$ cat src/rtl/assert_macros.svh
// Assertion macros used by the RTL top level.
`ifndef ASSERT_MACROS_SVH
`define ASSERT_MACROS_SVH
`ifndef NO_ASSERTIONS
`define ASSERT_IMPL(lbl, clk, rst_n, a, b) \
	lbl: assert property (@(posedge clk) disable iff (!rst_n) (a) |-> (b)) \
	else $error("assertion failed: lbl");
`define ASSERT_NEXT(lbl, clk, rst_n, a, b) \
	lbl: assert property (@(posedge clk) disable iff (!rst_n) (a) |=> (b)) \
	else $error("assertion failed: lbl");
`else
`define ASSERT_IMPL(lbl, clk, rst_n, a, b)
`define ASSERT_NEXT(lbl, clk, rst_n, a, b)
`endif
`endif

$ cat src/rtl/snew_pkg.sv
// Shared constants, codes and command/status types of the erase-before-write sequencer.
package snew_pkg;
	localparam int SECTOR_BYTES    = 4096;
	localparam int PAGE_BYTES      = 256;
	localparam int BUSY_POLL_LIMIT = 1000;
	localparam int SEC_W  = $clog2(SECTOR_BYTES);
	localparam int CNT_W  = SEC_W + 1;
	localparam int PG_W   = $clog2(PAGE_BYTES);
	localparam int PGC_W  = PG_W + 1;
	localparam int BUSY_W = 16;

	localparam logic [7:0] OP_READ   = 8'h03;
	localparam logic [7:0] OP_WREN   = 8'h06;
	localparam logic [7:0] OP_SERASE = 8'h20;
	localparam logic [7:0] OP_PROG   = 8'h02;
	localparam logic [7:0] OP_RDSR   = 8'h05;
	localparam logic [7:0] BYTE_ERASED = 8'hFF;

	localparam logic [1:0] REQ_HOST = 2'd0;
	localparam logic [1:0] REQ_HBYTE = 2'd1;
	localparam logic [1:0] REQ_XFER = 2'd2;
	localparam logic [1:0] REQ_TICK = 2'd3;

	localparam logic [1:0] CMD_WRITE = 2'd0;
	localparam logic [1:0] CMD_READ  = 2'd1;
	localparam logic [1:0] CMD_ERASE = 2'd2;

	localparam logic [2:0] ACT_SEND = 3'd0;
	localparam logic [2:0] ACT_RECV = 3'd1;
	localparam logic [2:0] ACT_HREQ = 3'd2;
	localparam logic [2:0] ACT_DELIV = 3'd3;
	localparam logic [2:0] ACT_WAIT = 3'd4;
	localparam logic [2:0] ACT_DONE = 3'd5;

	localparam logic [1:0] CTX_WREN  = 2'd0;
	localparam logic [1:0] CTX_ERASE = 2'd1;
	localparam logic [1:0] CTX_PROG  = 2'd2;

	localparam logic [7:0] REG_AREA = 8'd0;

	typedef enum logic [4:0] {
		K_NONE, K_RD_OP, K_RD_ADDR, K_RX, K_DELIV, K_DONE0, K_DONE1, K_SR_ADDR,
		K_SR_RX, K_HREQ, K_WREN, K_WAIT, K_SE_OP, K_ER_ADDR, K_PG_OP, K_PG_ADDR,
		K_PG_DATA, K_RDSR, K_POLL_RX
	} kind_t;

	typedef enum logic [1:0] {A_KEEP, A_IN, A_SECT, A_ADV} addr_op_t;
	typedef enum logic [2:0] {L_KEEP, L_IN, L_ZERO, L_DEC, L_SUB} left_op_t;
	typedef enum logic [1:0] {X_KEEP, X_ZERO, X_INC} cnt_op_t;
	typedef enum logic [1:0] {F_KEEP, F_SET, F_CLR} flag_op_t;

	typedef struct packed {
		addr_op_t   addr_op;
		left_op_t   left_op;
		logic       sect_start;
		logic       soff_zero;
		cnt_op_t    bcnt_op;
		cnt_op_t    cidx_op;
		logic       page_ld;
		logic       page_dec;
		logic       erase_chk;
		flag_op_t   retry_op;
		logic       busy_ld;
		logic       busy_dec;
		logic       ctx_ld;
		logic [1:0] ctx;
		logic       mem_we;
		logic       mem_host;
		kind_t      res;
		logic       res_stb;
		logic       res_last;
	} cmd_t;

	typedef struct packed {
		logic [1:0] typ;
		logic [1:0] cmd;
		logic       len_zero;
		logic       d0;
		logic       cidx3;
		logic       left_one;
		logic       left_zero;
		logic       left_eq_span;
		logic       bnext_lt_sector;
		logic       bnext_lt_span;
		logic       bcnt_lt_plen;
		logic       erase;
		logic       page_one;
		logic       busy_le1;
		logic       retry;
		logic [1:0] ctx;
	} stat_t;

	function automatic logic [7:0] cmd_byte(input logic [7:0] op, input logic [23:0] a,
		input logic [1:0] idx);
		case (idx)
			2'd0: cmd_byte = op;
			2'd1: cmd_byte = a[23:16];
			2'd2: cmd_byte = a[15:8];
			default: cmd_byte = a[7:0];
		endcase
	endfunction
endpackage

$ cat src/rtl/snew_ctrl.sv
// Controller: flash phase machine and result sequencing.
module snew_ctrl (
	input  logic            clk,
	input  logic            arst_n,
	input  logic            accept,
	input  snew_pkg::stat_t st,
	output snew_pkg::cmd_t  ctl,
	output logic            busy
);
	typedef enum logic [3:0] {
		PH_IDLE, PH_RD_CMD, PH_RD_DATA, PH_SR_CMD, PH_SR_DATA, PH_HOST, PH_ER_WE,
		PH_ER_CMD, PH_PG_WE, PH_PG_CMD, PH_PG_DATA, PH_POLL_WAIT, PH_POLL_CMD, PH_POLL_RX
	} phase_t;
	typedef enum logic [2:0] {S_IDLE, S_EXEC, S_PREP, S_EMIT1, S_EMIT2} seq_t;

	phase_t phase_q, ph_d;
	seq_t   seq_q;
	snew_pkg::kind_t res1_q, res2_q, r1, r2;
	snew_pkg::cmd_t  c;

	assign busy = (seq_q != S_IDLE);

	// Step the phase machine on one latched beat
	always_comb begin
		c = '0;
		c.addr_op = snew_pkg::A_KEEP;
		c.left_op = snew_pkg::L_KEEP;
		c.bcnt_op = snew_pkg::X_KEEP;
		c.cidx_op = snew_pkg::X_KEEP;
		c.retry_op = snew_pkg::F_KEEP;
		c.res = snew_pkg::K_NONE;
		ph_d = phase_q;
		r1 = snew_pkg::K_NONE;
		r2 = snew_pkg::K_NONE;
		case (phase_q)
			PH_IDLE: begin
				if (st.typ == snew_pkg::REQ_HOST) begin
					if (st.cmd == snew_pkg::CMD_ERASE) begin
						c.addr_op  = snew_pkg::A_SECT;
						c.soff_zero = 1'b1;
						c.left_op  = snew_pkg::L_ZERO;
						c.retry_op = snew_pkg::F_SET;
						ph_d = PH_ER_WE;
						r1 = snew_pkg::K_WREN;
					end else if ((st.cmd == snew_pkg::CMD_WRITE || st.cmd == snew_pkg::CMD_READ)
						&& !st.len_zero) begin
						c.addr_op = snew_pkg::A_IN;
						c.left_op = snew_pkg::L_IN;
						c.cidx_op = snew_pkg::X_ZERO;
						r1 = snew_pkg::K_RD_OP;
						if (st.cmd == snew_pkg::CMD_WRITE) begin
							c.sect_start = 1'b1;
							c.bcnt_op = snew_pkg::X_ZERO;
							ph_d = PH_SR_CMD;
						end else
							ph_d = PH_RD_CMD;
					end else
						r1 = snew_pkg::K_DONE1;
				end
			end
			PH_RD_CMD: if (st.typ == snew_pkg::REQ_XFER) begin
				c.cidx_op = snew_pkg::X_INC;
				if (!st.cidx3)
					r1 = snew_pkg::K_RD_ADDR;
				else begin
					ph_d = PH_RD_DATA;
					r1 = snew_pkg::K_RX;
				end
			end
			PH_RD_DATA: if (st.typ == snew_pkg::REQ_XFER) begin
				c.left_op = snew_pkg::L_DEC;
				r1 = snew_pkg::K_DELIV;
				if (st.left_one) begin
					ph_d = PH_IDLE;
					r2 = snew_pkg::K_DONE0;
				end else
					r2 = snew_pkg::K_RX;
			end
			PH_SR_CMD: if (st.typ == snew_pkg::REQ_XFER) begin
				c.cidx_op = snew_pkg::X_INC;
				if (!st.cidx3)
					r1 = snew_pkg::K_SR_ADDR;
				else begin
					ph_d = PH_SR_DATA;
					c.bcnt_op = snew_pkg::X_ZERO;
					r1 = snew_pkg::K_SR_RX;
				end
			end
			PH_SR_DATA: if (st.typ == snew_pkg::REQ_XFER) begin
				c.mem_we = 1'b1;
				c.erase_chk = 1'b1;
				if (st.bnext_lt_sector) begin
					c.bcnt_op = snew_pkg::X_INC;
					r1 = snew_pkg::K_SR_RX;
				end else begin
					c.bcnt_op = snew_pkg::X_ZERO;
					ph_d = PH_HOST;
					r1 = snew_pkg::K_HREQ;
				end
			end
			PH_HOST: if (st.typ == snew_pkg::REQ_HBYTE) begin
				c.mem_we = 1'b1;
				c.mem_host = 1'b1;
				if (st.bnext_lt_span) begin
					c.bcnt_op = snew_pkg::X_INC;
					r1 = snew_pkg::K_HREQ;
				end else begin
					c.retry_op = snew_pkg::F_CLR;
					r1 = snew_pkg::K_WREN;
					if (st.erase) begin
						c.bcnt_op = snew_pkg::X_INC;
						ph_d = PH_ER_WE;
					end else begin
						c.bcnt_op = snew_pkg::X_ZERO;
						c.page_ld = 1'b1;
						ph_d = PH_PG_WE;
					end
				end
			end
			PH_ER_WE: if (st.typ == snew_pkg::REQ_XFER) begin
				c.ctx_ld = 1'b1;
				c.ctx = snew_pkg::CTX_WREN;
				c.busy_ld = 1'b1;
				ph_d = PH_POLL_WAIT;
				r1 = snew_pkg::K_WAIT;
			end
			PH_ER_CMD: if (st.typ == snew_pkg::REQ_XFER) begin
				c.cidx_op = snew_pkg::X_INC;
				if (!st.cidx3)
					r1 = snew_pkg::K_ER_ADDR;
				else begin
					c.ctx_ld = 1'b1;
					c.ctx = snew_pkg::CTX_ERASE;
					c.busy_ld = 1'b1;
					ph_d = PH_POLL_WAIT;
					r1 = snew_pkg::K_WAIT;
				end
			end
			PH_PG_WE: if (st.typ == snew_pkg::REQ_XFER) begin
				c.cidx_op = snew_pkg::X_ZERO;
				ph_d = PH_PG_CMD;
				r1 = snew_pkg::K_PG_OP;
			end
			PH_PG_CMD: if (st.typ == snew_pkg::REQ_XFER) begin
				c.cidx_op = snew_pkg::X_INC;
				if (!st.cidx3)
					r1 = snew_pkg::K_PG_ADDR;
				else begin
					ph_d = PH_PG_DATA;
					r1 = snew_pkg::K_PG_DATA;
				end
			end
			PH_PG_DATA: if (st.typ == snew_pkg::REQ_XFER) begin
				c.bcnt_op = snew_pkg::X_INC;
				c.page_dec = 1'b1;
				if (!st.page_one)
					r1 = snew_pkg::K_PG_DATA;
				else begin
					c.ctx_ld = 1'b1;
					c.ctx = snew_pkg::CTX_PROG;
					c.busy_ld = 1'b1;
					ph_d = PH_POLL_WAIT;
					r1 = snew_pkg::K_WAIT;
				end
			end
			PH_POLL_WAIT: if (st.typ == snew_pkg::REQ_TICK) begin
				ph_d = PH_POLL_CMD;
				r1 = snew_pkg::K_RDSR;
			end
			PH_POLL_CMD: if (st.typ == snew_pkg::REQ_XFER) begin
				ph_d = PH_POLL_RX;
				r1 = snew_pkg::K_POLL_RX;
			end
			PH_POLL_RX: if (st.typ == snew_pkg::REQ_XFER) begin
				if (st.d0 && !st.busy_le1) begin
					c.busy_dec = 1'b1;
					ph_d = PH_POLL_WAIT;
					r1 = snew_pkg::K_WAIT;
				end else if (!st.d0) begin
					// device ready: move on
					if (st.ctx == snew_pkg::CTX_WREN) begin
						c.cidx_op = snew_pkg::X_ZERO;
						ph_d = PH_ER_CMD;
						r1 = snew_pkg::K_SE_OP;
					end else if (st.ctx == snew_pkg::CTX_ERASE) begin
						if (st.left_zero) begin
							ph_d = PH_IDLE;
							r1 = snew_pkg::K_DONE0;
						end else begin
							c.retry_op = snew_pkg::F_CLR;
							c.bcnt_op = snew_pkg::X_ZERO;
							c.page_ld = 1'b1;
							ph_d = PH_PG_WE;
							r1 = snew_pkg::K_WREN;
						end
					end else if (st.bcnt_lt_plen) begin
						c.page_ld = 1'b1;
						ph_d = PH_PG_WE;
						r1 = snew_pkg::K_WREN;
					end else if (st.left_eq_span) begin
						c.addr_op = snew_pkg::A_ADV;
						c.left_op = snew_pkg::L_SUB;
						ph_d = PH_IDLE;
						r1 = snew_pkg::K_DONE0;
					end else begin
						c.addr_op = snew_pkg::A_ADV;
						c.left_op = snew_pkg::L_SUB;
						c.sect_start = 1'b1;
						c.bcnt_op = snew_pkg::X_ZERO;
						c.cidx_op = snew_pkg::X_ZERO;
						ph_d = PH_SR_CMD;
						r1 = snew_pkg::K_RD_OP;
					end
				end else begin
					// timeout: fail if already retried, else retry
					c.busy_dec = 1'b1;
					if (st.retry) begin
						ph_d = PH_IDLE;
						r1 = snew_pkg::K_DONE1;
					end else begin
						c.retry_op = snew_pkg::F_SET;
						r1 = snew_pkg::K_WREN;
						if (st.ctx == snew_pkg::CTX_PROG) begin
							c.bcnt_op = snew_pkg::X_ZERO;
							c.page_ld = 1'b1;
							ph_d = PH_PG_WE;
						end else
							ph_d = PH_ER_WE;
					end
				end
			end
			default: ph_d = PH_IDLE;
		endcase
		if (r1 == snew_pkg::K_DONE1)
			ph_d = PH_IDLE;
	end

	// Drive the datapath: step only in the execute cycle, results in emit cycles
	always_comb begin
		if (seq_q == S_EXEC)
			ctl = c;
		else begin
			ctl = '0;
			ctl.addr_op = snew_pkg::A_KEEP;
			ctl.left_op = snew_pkg::L_KEEP;
			ctl.bcnt_op = snew_pkg::X_KEEP;
			ctl.cidx_op = snew_pkg::X_KEEP;
			ctl.retry_op = snew_pkg::F_KEEP;
			ctl.res = snew_pkg::K_NONE;
			if (seq_q == S_EMIT1) begin
				ctl.res = res1_q;
				ctl.res_stb = 1'b1;
				ctl.res_last = (res2_q == snew_pkg::K_NONE);
			end else if (seq_q == S_EMIT2) begin
				ctl.res = res2_q;
				ctl.res_stb = 1'b1;
				ctl.res_last = 1'b1;
			end
		end
	end

	// Hold phase, sequencer state and pending results
	always_ff @(posedge clk or negedge arst_n) begin
		if (!arst_n) begin
			phase_q <= PH_IDLE;
			seq_q   <= S_IDLE;
			res1_q  <= snew_pkg::K_NONE;
			res2_q  <= snew_pkg::K_NONE;
		end else begin
			case (seq_q)
				S_IDLE: if (accept) seq_q <= S_EXEC;
				S_EXEC: begin
					phase_q <= ph_d;
					res1_q  <= r1;
					res2_q  <= r2;
					seq_q   <= (r1 == snew_pkg::K_NONE) ? S_IDLE : S_PREP;
				end
				S_PREP:  seq_q <= S_EMIT1;
				S_EMIT1: seq_q <= (res2_q == snew_pkg::K_NONE) ? S_IDLE : S_EMIT2;
				S_EMIT2: seq_q <= S_IDLE;
				default: seq_q <= S_IDLE;
			endcase
		end
	end
endmodule

$ cat config.mk
export PLATFORM = sky130hd
export DESIGN_NAME = snew_ctrl
export DESIGN_NICKNAME = d
export VERILOG_FILES = /design/src/rtl/assert_macros.svh /design/src/rtl/snew_pkg.sv /design/src/rtl/snew_ctrl.sv
export SDC_FILE = /design/constraint.sdc
export NUM_CORES = 1
export LEC_CHECK = 0
export BUFFER_PORTS_ARGS = -buffer_cell sky130_fd_sc_hd__buf_2
export CAP_MARGIN = 20
export CORE_UTILIZATION = 45
export DETAILED_ROUTE_END_ITERATION = 10
export PLACE_DENSITY = 0.73
export SLEW_MARGIN = 20
export SYNTH_ARGS = -nofsm -noshare
export SYNTH_HDL_FRONTEND = slang
export SYNTH_SLANG_ARGS = --single-unit
$ cat constraint.sdc
create_clock -name clk -period 1.8 [get_ports clk]
set_input_delay 0.09 -clock clk [delete_from_list [all_inputs] [get_ports clk]]
set_output_delay 0.09 -clock clk [all_outputs]
set_load 0.005 [all_outputs]
==> flow_metrics.env <==
export IMPL_status="complete, but fails checks"
export IMPL_syn_nets=307
export IMPL_via_per_inst=6.103
export IMPL_seqPwrFrac_pct=12.0
export IMPL_route_vias_total=2795
export IMPL_finalHoldViolCount=0
export IMPL_synth_edf_count=0
export IMPL_area_growth_syn_to_layout_pct=70.06
export IMPL_drive_above_1_share_pct=50.98
export IMPL_routedWlPerCell_um=17.97
export IMPL_slew_headroom_pct=72.12
export IMPL_clk_latency_ns=0.25
export IMPL_worst_setup_path_type="flop to flop"
export IMPL_synth_area_mm2=0.001968
export IMPL_n_antenna_cell=0
export IMPL_synth_seq_cells=15
export IMPL_crit_path_max_fanout=4
export IMPL_num_io_pins=53
export IMPL_switching_share_pct=45.72
export IMPL_yosysSeqAreaShare_pct=19.07
export IMPL_worstSetupStartpointType="flop"
export IMPL_dp_hpwl_mm=5.632
export IMPL_grt_pass1_vias=2364
export IMPL_endpoint_kind="flop"
export IMPL_fp_dieArea_mm2=0.004642
export IMPL_grt_max_degree=23
export IMPL_cts_tree="done"
export IMPL_grt_pass1_wl_mm=11.52
export IMPL_p_leak_uw=0.001576
export IMPL_cp_data_required_time_ns=1.94
export IMPL_coreArea_mm2=0.004086
export IMPL_violations="negative setup slack"
export IMPL_power_frac_clock_pct=6.0
export IMPL_antenna_found_initial=0
export IMPL_final_cell_count_no_fill=458
export IMPL_clk_pin_slew_ns=0.07
export IMPL_power_density_mw_per_mm2=1421
export IMPL_cp_data_arrival_time_ns=2.18
export IMPL_chipWidth_um=68.14
export IMPL_rsz0062_at_grt="yes"
export IMPL_finish_utilization_pct=81.90
export IMPL_fmax_mhz=490.6
export IMPL_fin_ws_ns=-0.2385
export IMPL_drt_iter0_drc=208
export IMPL_cap_violations=0
export IMPL_yosysWarningCount=0
export IMPL_n_fill_cell=259
export IMPL_cts_buffers=3
export IMPL_ir_drop_v=0.001272
export IMPL_power_switching_uw=2174
export IMPL_postRouteAntennaNets=0
export IMPL_post_route_min_period_ns=2.038
export IMPL_fin_crit_sh_pct=113.2
export IMPL_comb_power_share_pct=82.0
export IMPL_synth_top_area_cell="dfrtp_1"
export IMPL_gp_congestion=1.025
export IMPL_asyncSetResetFlopFracSynth_pct=100.0
export IMPL_portBuffers=52
export IMPL_drc=0
export IMPL_grt_usage_pct=33.55
export IMPL_ys_top_cells_by_count="nand2_1 (32), nor2_1 (32), a21oi_1 (25)"
export IMPL_ys_flop_type="dfrtp_1"
export IMPL_yosysTopAreaCellShare_pct=19.07
export IMPL_fin_nets=431
export IMPL_grt_overflow_total=0
export IMPL_start_util_pct=48.16
export IMPL_cts_sinks=15
export IMPL_yosysUniqueCellTypes=66
export IMPL_hold_class="primary input to flop"
export IMPL_fp_dieH_um=68.14
export IMPL_first_pass_iters=5
export IMPL_h_tree_depth=1
export IMPL_dp_cells=433
export IMPL_netlist_top_cells_area="dfrtp_1 (19%), a21oi_1 (6.4%), nand2_1 (6.1%)"
export IMPL_cts_path_max_buffers=2
export IMPL_synthesis_instances=285
export IMPL_worst_pin_slew_ns=0.4172
export IMPL_p_int_uw=2581
export IMPL_fin_skew_ns=0.003948
export IMPL_rows=23
export IMPL_cts_root_buf="clkbuf_8"
export IMPL_setup_violations=27
export IMPL_avgSynthCellArea_um2=6.906
export IMPL_routed_wirelength_mm=8.228
export IMPL_final_max_slew_viol_count=0
[cells by family (layout without fill, tap and decap cells)]
group           count (synthesis)  count (layout)  synth area share, %
fa+ha+maj                       1               1               0.5086
buf+inv                        30             153                7.692
xor+xnor                        4               4                1.780
mux                             6               6                3.242
simple gates                  139             139                37.00
compound gates                 90              90                30.71
flops                          15              15                19.07
[stage by stage]
step | total power, uW | hold slack (ns) | setup slack (ns) | setup TNS, ns | instance area, um^2
3_5_place_dp | 3392 | 0.01551 | -0.2201 | -0.5661 | 2709
5_1_grt | 4995 | 0.09708 | -0.2893 | -5.195 | 3347
4_1_cts | 4293 | 0.09078 | -0.2318 | -3.108 | 3107
2_1_floorplan | 2190 | -0.2056 | -0.03238 | -0.03238 | 1972
6_report | 4755 | 0.09289 | -0.2385 | -3.627 | 3347
3_3_place_gp | 3381 | 0.009267 | -0.1814 | -0.3260 | 2709
[layout make-up]
class	count	area, um^2	area share [%]
Sequential cell	15	377.9	11.29
Clock buffer	3	41.29	1.234
Inverter	8	33.78	1.009
Clock inverter	1	5.005	0.1495
Multi-Input combinational cell	240	1735	51.85
Timing Repair Buffer	141	1091	32.60
Tap cell	50	62.56	1.869
[state kept, by name (all words and copies together) (netlist names)]
name	flops
res1_q	5
phase_q	4
res2_q	3
seq_q	3
[critical path: stages (launching register included)]
cell	delay (ns)
dfrtp_1	0.42
buf_6	0.13
buf_4	0.15
buf_4	0.15
nand2b_1	0.13
o32a_1	0.21
a21oi_2	0.06
a21o_1	0.21
nor2_4	0.15
mux2_4	0.31
[power by group through the flow]
stage                     clock [uW]  combinational [uW]  sequential (uW)
after global routing             308                4110              581
after floorplan                    0                1670              523
final                            286                3900              571
after detailed placement           0                2850              544
after CTS                        286                3450              555
after global placement             0                2850              534
[per-layer routing]
metal  GRT usage, %  wire [um]  vias to the layer above
met1          43.81       3329                     1301
met4          10.16        243                        0
met3          4.500        735                       31
li1               -          -                     1295
met5              0          0                        -
met2          56.62       3920                      168
[cells in the final DEF (no fill, tap or decap), drive strengths merged, types with 3 or more instances in the layout]
cell / n
o31ai: 4
nand3: 8
nand4: 3
a31oi: 5
nor2b: 6
mux2i: 3
dfrtp: 15
buf: 140
xor2: 3
clkbuf: 3
nor3b: 6
a21oi: 26
nor4: 4
nor2: 33
a22o: 3
nand2b: 9
nand2: 32
a21o: 4
mux2: 3
and2: 5
inv: 7
o311ai: 3
o22ai: 3
nor3: 15
o21ai: 17
or3: 4
[what timing repair did]
item,CTS,global route
cloned,3,0
gates resized for setup,47,48
setup buffers,11,8
endpoints found under the setup margin,29,30
pin swaps,14,23
hold endpoints to repair,15,0
hold buffers,1,0
[path summary, 6_finish.rpt]
check                            from          to  slack, ns  cells after the start
hold reg to reg             res1_q[3]   res1_q[3]       0.48                      1
setup reg to reg           phase_q[0]  phase_q[0]      -0.24                      9
setup / recovery           phase_q[0]  phase_q[0]      -0.24                      9
min in group asynchronous      arst_n   res1_q[4]       0.28                      2
hold / removal                 st[11]   res2_q[1]       0.09                      2
max in group asynchronous      arst_n  phase_q[3]       1.23                      2
Power figures use the tool's default switching activity.
